**src/sv/lj_pkg.sv**
```systemverilog
package lj_pkg;

    localparam int FRAC_BITS_DEF = 16;
    localparam int WORD_W        = 32;
    localparam int PROD_W        = 2 * WORD_W;
    localparam int ENERGY_W      = 48;
    localparam int ADDR_W        = 4;

    localparam logic [PROD_W-1:0] E_POS_LIM = (PROD_W'(1) << (ENERGY_W - 1)) - PROD_W'(1);
    localparam logic [PROD_W-1:0] E_NEG_LIM = PROD_W'(1) << (ENERGY_W - 1);

    typedef enum logic [1:0] {
        REG_ENABLE  = 2'd0,
        REG_SIGMA   = 2'd1,
        REG_EPSILON = 2'd2,
        REG_CUTOFF  = 2'd3
    } lj_reg_t;

    typedef struct packed {
        logic valid;
        logic zero;
        logic sat;
    } lj_tag_t;

    typedef struct packed {
        logic signed [ENERGY_W-1:0] energy;
        logic                       sat;
    } lj_res_t;

endpackage

```
**src/sv/lj_fxmul.sv**
```systemverilog
module lj_fxmul import lj_pkg::*; #(
    parameter int FRAC_BITS = FRAC_BITS_DEF
) (
    input  logic              aclk,
    input  logic              aresetn,
    input  logic              advance,
    input  logic [WORD_W-1:0] a_i,
    input  logic [WORD_W-1:0] b_i,
    input  logic [WORD_W-1:0] aux_i,
    input  lj_tag_t           tag_i,
    output logic [WORD_W-1:0] p_o,
    output logic [WORD_W-1:0] aux_o,
    output lj_tag_t           tag_o
);

    localparam int TOP = WORD_W + FRAC_BITS;

    logic [PROD_W-1:0] prod_reg, prod_next;
    logic [WORD_W-1:0] aux1_reg, aux2_reg;
    lj_tag_t           tag1_reg, tag2_reg;
    logic [WORD_W-1:0] p_reg, p_next;
    logic              ovf;

    assign prod_next = PROD_W'(a_i) * PROD_W'(b_i);
    assign ovf       = |prod_reg[PROD_W-1:TOP];
    assign p_next    = ovf ? '1 : prod_reg[TOP-1:FRAC_BITS];

    always_ff @(posedge aclk) begin
        if (!aresetn) begin
            tag1_reg <= '0;
            tag2_reg <= '0;
        end else if (advance) begin
            tag1_reg <= tag_i;
            tag2_reg <= '{valid: tag1_reg.valid, zero: tag1_reg.zero, sat: tag1_reg.sat | ovf};
        end
    end

    always_ff @(posedge aclk) begin
        if (advance) begin
            prod_reg <= prod_next;
            aux1_reg <= aux_i;
            p_reg    <= p_next;
            aux2_reg <= aux1_reg;
        end
    end

    assign p_o   = p_reg;
    assign aux_o = aux2_reg;
    assign tag_o = tag2_reg;

endmodule

```
**config.mk**
```make
export PLATFORM = sky130hd
export DESIGN_NAME = lj_fxmul
export DESIGN_NICKNAME = d
export VERILOG_FILES = /design/src/sv/lj_pkg.sv /design/src/sv/lj_fxmul.sv
export SDC_FILE = /design/constraint.sdc
export NUM_CORES = 2
export LEC_CHECK = 0
export BUFFER_PORTS_ARGS = -buffer_cell sky130_fd_sc_hd__buf_2
export CORE_ASPECT_RATIO = 1.5
export CORE_MARGIN = 2
export CORE_UTILIZATION = 45
export DETAILED_ROUTE_END_ITERATION = 10
export PLACE_DENSITY_LB_ADDON = 0.12
export SLEW_MARGIN = 10
export SYNTH_ARGS = -nofsm -noshare
export SYNTH_HDL_FRONTEND = slang
export SYNTH_SLANG_ARGS = --single-unit
```
**constraint.sdc**
```tcl
create_clock -name aclk -period 7.3 [get_ports aclk]
set_input_delay 0.73 -clock aclk [delete_from_list [all_inputs] [get_ports aclk]]
set_output_delay 0.73 -clock aclk [all_outputs]
set_load 0.02 [all_outputs]
```
==> summary.md <==
| Metric | Value |
|---|---|
| Mapped Nets | ~5,000 |
| Routed wire length | around 110 mm |
| Yosys top cell by area | fa_1 |
| Clk buf depth | 2 |
| Worst hold path class | register to register |
| Final #Nets | approximately 5,500 |
| Hold_buf cts | 0 |
| Final Critical Period | about 7.5 ns |
| Io pins | approximately 170 |
| DP HPWL | 93.4 mm |
| Die H | ~360 µm |
| Most used DFF post-synth | edfxtp_1 |
| Status | complete, but fails checks |
| Async SR Flop Fraction | 0 |
| Latest clock arrival within the worst-skew pair | 0.42 ns |
| All-Layer GR Usage | 0.261 |
| Core Rows | between 100 and 150 |
| Final worst slack | -0.192 ns |
| CP max-delay cell | fa_2 |
| Worst path arrival time | roughly 7.7 ns |
| Via count | between 20,000 and 30,000 |
| # DRC | 0 |
| TritonCTS clock tree | built |
| Synth Register Bits | 150 |
| Die W | 240 µm |
| Clock tree sinks | 150 |
| Clock slew seen by the registers of the worst setup and hold paths | roughly 0.060 ns |
| Mapped cell area | ~0.038 mm² |
| Inst Count DP | ~5,300 |
| IO buf count | 168 |
| H-tree levels | 4 |
| DRT iter0 DRCs | between 900 and 1,000 |
| RSZ-0062 raised after global routing | yes |
| Peak Freq | between 0.1 and 0.15 GHz |
| Grt total ovfl | 0 |
| Slew margin rel. | 0.446 |
| EDFF count, synth | between 100 and 150 |
| DR WL/cell | 20.3 µm |
| Share of layout cells above drive strength 1 | 0.209 |
| Initial antenna violation count | 4 |
| CP delay by family, top | adder cells |
| Failing checks | negative setup slack |
| Fin. Hold Viols | 0 |
| Final GP Congestion | about 0.90 |
| Max Clock Skew | 0.0149 ns |
| Post-route ant nets | 0 |
| Largest net degree at the start of global routing | 90 |
| Largest cells by area after synthesis | fa_1 48%, edfxtp_1 11%, and2_1 9.9%, ha_1 8.6%, inv_1 8.6% |
| Core Region | ~0.083 mm² |
| Dominant cell type by count on the critical path | fa_1 |
| Maximum fanout along the worst path | 7 |
| Final setup viols | 9 |
| Cells after synthesis | roughly 3,800 |
| Final core utilization | 0.544 |
| Critical Path End Type | register |
| Area fraction of the dominant cell type after synthesis | 0.476 |
| Largest register FFs | 48 |
| Ordered cell list for the critical path | buf_6 -> buf_12 -> buf_4 -> buf_4 -> nand2_1 -> fa_1 -> fa_1 -> inv_1 -> fa_2 -> fa_1 -> fa_2 -> fa_1 -> fa_1 -> fa_1 -> ha_4 -> nand4_1 -> or3_1 -> a2111o_1 -> a21oi_4 -> o21ai_2 -> a31o_4 -> o21ai_4 -> a21oi_2 -> xnor2_1 |
| Yosys cell types | 63 |
| Critical path buffer and inverter count | 5 |
| CTS buffer count | 17 |
| Die Footprint | ~0.086 mm² |
| Drt via density | roughly 5.0 |
| Avg Inst Size Synth | slightly below 10 µm² |
| Max Cap Viol | 0 |
| Starting density of the core | 0.455 |
| DR pass1 iterations | 5 |
| CP required | 7.47 ns |
| Root Driver | clkbuf_16 |
| Post-Layout Cell Count | about 5,400 |
| Worst setup SP type | primary input |
| Crit Path Class | primary input to register |
| Final-report max-slew violation count | 0 |
| Final worst-path cycle share | 1.03 |
| Dpl ws | -1.26 ns |
| Vias in the first global route | 30,500 |
| Register area share after synthesis | 0.118 |
| Count of warnings emitted by yosys | 0 |
| CP max stage delay | 0.60 ns |
| Tightest Pin Transition | between 0.8 and 0.9 ns |
| First-pass GRT wire length | about 170 mm |
| Area Overhead vs Synth | 19.6% |
| Hold WS | between 0.4 and 0.5 ns |
-- final cells by class --
cell class,count,area [µm²]
fill,7674,37600
multi-input combinational,2595,30100
timing repair buffer,615,5110
sequential,150,4440
inverter,866,3250
tap,1113,1390
clock buffer,20,437
clock inverter,12,201
antenna,4,10.0
-- per-layer routing --
| metal | track usage | routed length [µm] | up-vias |
|---|---|---|---|
| met4 | 0.154 | 8500 | 2 |
| met3 | 0.0185 | 2090 | 261 |
| met2 | 0.514 | 62600 | 469 |
| met1 | 0.266 | 36000 | 14100 |
| li1 | - | - | 12000 |
| met5 | 0 | 10 | - |
-- path summary, 6_finish.rpt --
kind                              startpoint      endpoint  slack, ns  cells after the start
worst max-delay path                 b_i[30]  prod_reg[62]      -0.19                     24
worst min-delay path            aux1_reg[22]     aux_o[22]       0.42                      0
worst max register to register  prod_reg[49]        p_o[8]       5.53                      4
worst min register to register  aux1_reg[22]     aux_o[22]       0.42                      0
-- layout by cell type, fill, tap and decap left out, types with 21 or more instances in the layout --
cell type  instances
xnor2_1           25
buf_2            119
o21ai_0           21
ha_1             233
edfxtp_1         144
and2_1           569
nand2_1          465
buf_4            397
buf_12            32
buf_6             50
inv_1            851
nor2_1            28
and2_4            25
xor2_1            22
a21oi_1           38
fa_1             834
or2_2             33
ha_4              25
clkbuf_16         24
a21o_1            23
fa_2              61
-- stage by stage --
stage               area, µm²  setup TNS, ns
detailed placement      42600         -28.26
CTS                     43800          -1.49
global placement        42600         -27.25
floorplan               38000        -0.0609
finish                  45000          -1.15
global route            45000          -2.91
-- worst register-to-register path, stage by stage (launching register included) --
cell,delay [ns]
edfxtp_1,0.36
nor4_1,0.43
nand4_1,0.14
buf_4,0.24
or2_2,0.33
-- cell usage after synthesis, drive strengths merged, types with 7 or more instances --
master / count
edfxtp: 144
o21ai: 40
a21oi: 63
xnor2: 26
nor2b: 7
ha: 260
inv: 866
nor2: 33
a31oi: 9
clkbuf: 200
a21o: 23
and2: 595
nand3: 9
nor3: 7
or2: 34
nand2: 472
fa: 895
buf: 12
nand4: 20
xor2: 23
-- logic make-up (layout without fill, tap and decap cells) --
| logic type | after synthesis | after routing | synth area share |
|---|---|---|---|
| AND/OR/NAND/NOR | 1199 | 1199 | 0.166 |
| adder cells (fa/ha/maj) | 1155 | 1155 | 0.563 |
| buffers and inverters | 1078 | 1513 | 0.108 |
| AO/OA/AOI/OAI | 186 | 186 | 0.0322 |
| flip-flops | 150 | 150 | 0.118 |
| XOR/XNOR | 49 | 49 | 0.0114 |
| multiplexers | 6 | 6 | 0.00160 |
| other | 0 | 4 | 0 |
-- what timing repair did --
| action | 4_1_cts | 5_1_grt |
|---|---|---|
| resized for setup | 123 | 217 |
| setup buffers | 16 | 22 |
| endpoints found under the hold margin | 0 | 0 |
| pin swaps | 54 | 92 |
| gates cloned | 1 | 7 |
| endpoints found under the setup margin | 31 | 32 |
Power is left out: the tool's default activity adds up to more than one toggle a clock period on the data nets, which glitch-free logic cannot reach.
