===== config.mk =====
export PLATFORM = sky130hd
export DESIGN_NAME = lj_div
export DESIGN_NICKNAME = d
export VERILOG_FILES = /design/src/sv/lj_pkg.sv /design/src/sv/lj_div.sv
export SDC_FILE = /design/constraint.sdc
export NUM_CORES = 2
export LEC_CHECK = 0
export BUFFER_PORTS_ARGS = -buffer_cell sky130_fd_sc_hd__buf_2
export CORE_ASPECT_RATIO = 1.25
export CORE_MARGIN = 4
export CORE_UTILIZATION = 41
export CTS_BUF_LIST = sky130_fd_sc_hd__clkbuf_4 sky130_fd_sc_hd__clkbuf_8 sky130_fd_sc_hd__clkbuf_16
export DETAILED_ROUTE_END_ITERATION = 10
export GPL_TIMING_DRIVEN = 0
export PLACE_DENSITY = 0.65
export SYNTH_ARGS = -nofsm -noshare
export SYNTH_HDL_FRONTEND = slang
export SYNTH_SLANG_ARGS = --single-unit

===== constraint.sdc =====
create_clock -name aclk -period 12.47 [get_ports aclk]
set_input_delay 2.494 -clock aclk [delete_from_list [all_inputs] [get_ports aclk]]
set_output_delay 2.494 -clock aclk [all_outputs]
set_load 0.05 [all_outputs]

===== src/sv/lj_pkg.sv =====
package lj_pkg;

    localparam int FRAC_BITS_DEF = 16;
    localparam int WORD_W        = 32;
    localparam int PROD_W        = 2 * WORD_W;
    localparam int ENERGY_W      = 48;
    localparam int ADDR_W        = 4;

    localparam logic [PROD_W-1:0] E_POS_LIM = (PROD_W'(1) << (ENERGY_W - 1)) - PROD_W'(1);
    localparam logic [PROD_W-1:0] E_NEG_LIM = PROD_W'(1) << (ENERGY_W - 1);

    typedef enum logic [1:0] {
        REG_ENABLE  = 2'd0,
        REG_SIGMA   = 2'd1,
        REG_EPSILON = 2'd2,
        REG_CUTOFF  = 2'd3
    } lj_reg_t;

    typedef struct packed {
        logic valid;
        logic zero;
        logic sat;
    } lj_tag_t;

    typedef struct packed {
        logic signed [ENERGY_W-1:0] energy;
        logic                       sat;
    } lj_res_t;

endpackage


===== src/sv/lj_div.sv =====
module lj_div import lj_pkg::*; #(
    parameter int FRAC_BITS = FRAC_BITS_DEF
) (
    input  logic              aclk,
    input  logic              aresetn,
    input  logic              advance,
    input  logic [WORD_W-1:0] sigma_i,
    input  logic [WORD_W-1:0] dist_i,
    input  lj_tag_t           tag_i,
    output logic [WORD_W-1:0] q_o,
    output lj_tag_t           tag_o
);

    localparam int HI_SHIFT = WORD_W - FRAC_BITS;
    localparam int STAGES   = WORD_W;

    logic [WORD_W-1:0] rem_reg [0:STAGES];
    logic [WORD_W-1:0] ql_reg  [0:STAGES];
    logic [WORD_W-1:0] den_reg [0:STAGES];
    lj_tag_t           tag_reg [0:STAGES];

    logic [WORD_W-1:0] rem_next [0:STAGES-1];
    logic [WORD_W-1:0] ql_next  [0:STAGES-1];
    logic [WORD_W:0]   trial_next [0:STAGES-1];
    logic              ge_next  [0:STAGES-1];

    logic [WORD_W-1:0] hi_part;
    logic              ovf;

    assign hi_part = WORD_W'(sigma_i >> HI_SHIFT);
    assign ovf     = hi_part >= dist_i;

    always_ff @(posedge aclk) begin
        if (!aresetn) begin
            tag_reg[0] <= '0;
        end else if (advance) begin
            tag_reg[0] <= '{valid: tag_i.valid, zero: tag_i.zero, sat: tag_i.sat | ovf};
        end
    end

    always_ff @(posedge aclk) begin
        if (advance) begin
            rem_reg[0] <= hi_part;
            ql_reg[0]  <= {sigma_i[HI_SHIFT-1:0], {FRAC_BITS{1'b0}}};
            den_reg[0] <= dist_i;
        end
    end

    for (genvar k = 0; k < STAGES; k++) begin : g_stage
        assign trial_next[k] = {rem_reg[k], ql_reg[k][WORD_W-1]};
        assign ge_next[k]    = trial_next[k] >= {1'b0, den_reg[k]};
        assign rem_next[k]   = ge_next[k] ? WORD_W'(trial_next[k] - {1'b0, den_reg[k]})
                                          : trial_next[k][WORD_W-1:0];
        assign ql_next[k]    = {ql_reg[k][WORD_W-2:0], ge_next[k]};

        always_ff @(posedge aclk) begin
            if (!aresetn) begin
                tag_reg[k+1] <= '0;
            end else if (advance) begin
                tag_reg[k+1] <= tag_reg[k];
            end
        end

        always_ff @(posedge aclk) begin
            if (advance) begin
                rem_reg[k+1] <= rem_next[k];
                ql_reg[k+1]  <= ql_next[k];
                den_reg[k+1] <= den_reg[k];
            end
        end
    end

    assign q_o   = tag_reg[STAGES].sat ? '1 : ql_reg[STAGES];
    assign tag_o = tag_reg[STAGES];

endmodule


==> flow_summary.json <==
{
  "status": "finished, final reports clean",
  "power.share.combinational_pct": 43.2,
  "worst_skew_pair.late_latency_ns": 0.93,
  "setup-violations-final": 0,
  "io_pins": 105,
  "io_buffers": 103,
  "syn_area_sq_um": 149000,
  "wl_mm": 349,
  "layout_min_cycle_time_ns": 6.69,
  "die_h_microns": 681,
  "path_buf_inv": 8,
  "max-vdd-ir-drop_uv": 157,
  "place_area_sq_um": 156000,
  "start_util_pct": 41.1,
  "postCtsSetupBuffers": 0,
  "cts_resized": 0,
  "cts_tree": "done",
  "numCtsBuffers": 301,
  "placed_cells": 17400,
  "wl_per_cell_microns": 19.4,
  "skew_ns": 0.0845,
  "fmax_mhz": 149,
  "ys.flop_type": "edfxtp_1",
  "rsz0062_at_grt": "no",
  "grt_pass1_wl_mm": 538,
  "synth_top_cell_by_area": "edfxtp_1",
  "crit_path_max_fanout": 174,
  "hp-start": "ql_reg[0][709]",
  "grt_start_max_net_pins": 184,
  "rows": 247,
  "finalCritPeriodShare_pct": 53.6,
  "cts.path.max_buffers": 4,
  "synth_fp_nets": 13700,
  "cp_slowest_stage_delay_ns": 0.59,
  "vias": 95600,
  "worst_pin_slew_ns": 1.25,
  "maxSlewViolCount": 0,
  "crit_path_start": "advance",
  "dr.pass1.iters": 6,
  "grt_pass1_vias": 95300,
  "cp_top_family": "buffers and inverters",
  "ys_warn_count": 0,
  "finalSetupTns_ns": 0,
  "hpwlAfterDp_mm": 265,
  "seqPwrFrac_pct": 35.0,
  "clockPowerShare_pct": 21.7,
  "layoutNonFillerInstCount": 18000,
  "critPathRequiredTime_ns": 13.04,
  "synth_edf_count": 2795,
  "cp_slowest_cell": "buf_16",
  "viasPerCell": 5.31,
  "clock_sinks": 2795,
  "h-tree-depth": 5,
  "ys_top_cells_by_area": "edfxtp_1, ha_1, a21oi_1",
  "core-area_sq_um": 362000,
  "timing.rr.start": "den_reg[0][65]",
  "ys_ff_latch": 2795,
  "layout.nets": 14100,
  "synth.most_common_cell": "edfxtp_1",
  "synth_cells": 12600,
  "post-place-ws_ns": 4.73,
  "ys_types": 99,
  "area_growth_pct": 11.7,
  "critPathKind": "primary input to register",
  "cts-root-buf": "clkbuf_16",
  "drive_gt1_share_pct": 9.54,
  "antenna_found_initial": 7,
  "switching_power_uw": 15800,
  "grt_overflow": 0,
  "intPower_uw": 26900,
  "ys_top_cells_by_count": "edfxtp_1, inv_1, ha_1",
  "maxSlewHeadroom_pct": 16.2,
  "arrival_ns": 7.26,
  "synth_top_area_share_pct": 56.4,
  "synth_area_per_cell_sq_um": 11.8,
  "die_area_sq_um": 373000,
  "gp_congestion": 0.902,
  "largest_reg_flops": 1024,
  "postLayoutCellArea_sq_um": 166000,
  "clkTransAtPathRegs_ns": 0.06,
  "start_kind": "primary input",
  "ys_seq_area_share_pct": 56.4,
  "die_w_microns": 547,
  "power_density_nw_per_um2": 257,
  "grt_use_total_pct": 18.3,
  "finalHoldViolations": 0,
  "crit_path_frequent_cell": "buf_16",
  "drt_iter0_drc": 6451,
  "ant_nets": 0,
  "timing.critical_path.cells": "buf_12 -> buf_16 -> buf_16 -> buf_16 -> buf_16 -> buf_16 -> clkbuf_1 -> nand2b_4 -> buf_16",
  "worst_slack_ns": 5.78,
  "drv_cap": 0,
  "postCtsHoldBufs": 0,
  "drc_errors": 0,
  "min_path_type": "register to register",
  "swShare_pct": 37.0,
  "p_leak_uw": 0.0671,
  "cp-end-kind": "register",
  "synth-async-reset-ratio_pct": 0
}
-- area by class of cell --
type,count,area (sq um)
Inverter,1286,4830
Clock inverter,205,2470
Multi-Input combinational cell,8210,58800
Clock buffer,344,7890
Fill cell,32900,195000
Timing Repair Buffer,123,1070
Buffer,281,1220
Antenna cell,18,45.0
Sequential cell,2795,83900
Tap cell,4731,5920
-- cell families after synthesis --
| kind of cell | share of synthesized area (%) |
|---|---|
| buffers and inverters | 4.06 |
| multiplexers | 3.61 |
| AO/OA/AOI/OAI | 13.2 |
| flip-flops | 56.4 |
| XOR/XNOR | 4.85 |
| adder cells (fa/ha/maj) | 9.03 |
| AND/OR/NAND/NOR | 8.81 |
-- layer usage --
layer  vias up  part of all wire, %  wire length [microns]  GRT usage [%]
met1     45700                   38                 134000           20.1
met3       825                  3.2                  11300           2.13
met4         0                  5.9                  20700           9.76
met2      1914                   52                 183000           34.3
met5         -                    0                      0              0
li1      47200                    -                      -              -
-- path summary, 6_finish.rpt --
kind                     to  slack, ns  cells past startpoint
min reg2reg  ql_reg[0][742]       0.37                      0
max          tag_reg[16][0]       5.78                      9
min          ql_reg[0][742]       0.37                      0
max reg2reg   ql_reg[0][96]       7.57                     13
-- power by group through the flow --
stage                     logic [uW]  clock network (uW)  registers [uW]
final                          18500                9280           15000
after floorplan                13900                   0           14300
after global routing           20400                9990           15100
after CTS                      18400                9580           15000
after detailed placement       18300                   0           15200
after global placement         18200                   0           15900
-- layout by cell type, fill, tap and decap left out, types with 31 or more instances in the layout --
cell / n
edfxtp_1: 2795
inv_1: 1284
ha_1: 1024
a21oi_1: 994
nand2_1: 806
o21ai_0: 749
nor2_1: 668
xnor2_1: 485
a21o_1: 482
mux2_2: 406
xor2_1: 338
clkbuf_16: 303
clkbuf_1: 207
nand3_1: 198
and3_1: 167
buf_2: 157
nor2b_1: 154
nand4_1: 152
nand2b_1: 141
nor3_1: 137
o21a_1: 129
o21bai_1: 104
a31oi_1: 89
o31ai_1: 74
a211oi_1: 73
or2_2: 66
and2_1: 53
nor4_1: 50
a21boi_0: 47
clkinv_2: 46
clkinv_1: 45
clkbuf_4: 41
or3_1: 39
o211ai_1: 39
bufinv_16: 39
mux2i_1: 38
o31a_1: 38
a221oi_1: 32
fa_1: 31
-- stage by stage --
step / hold WS (ns) / power (uW) / utilization (%)
floorplan: 0.400 / 28200 / -
global placement: 0.400 / 34100 / 42.9
detailed placement: 0.405 / 33400 / 43.1
CTS: 0.362 / 43000 / 45.9
global route: 0.381 / 45600 / 46.0
finish: 0.368 / 42700 / 46.0
(Power assumes the default switching activity.)
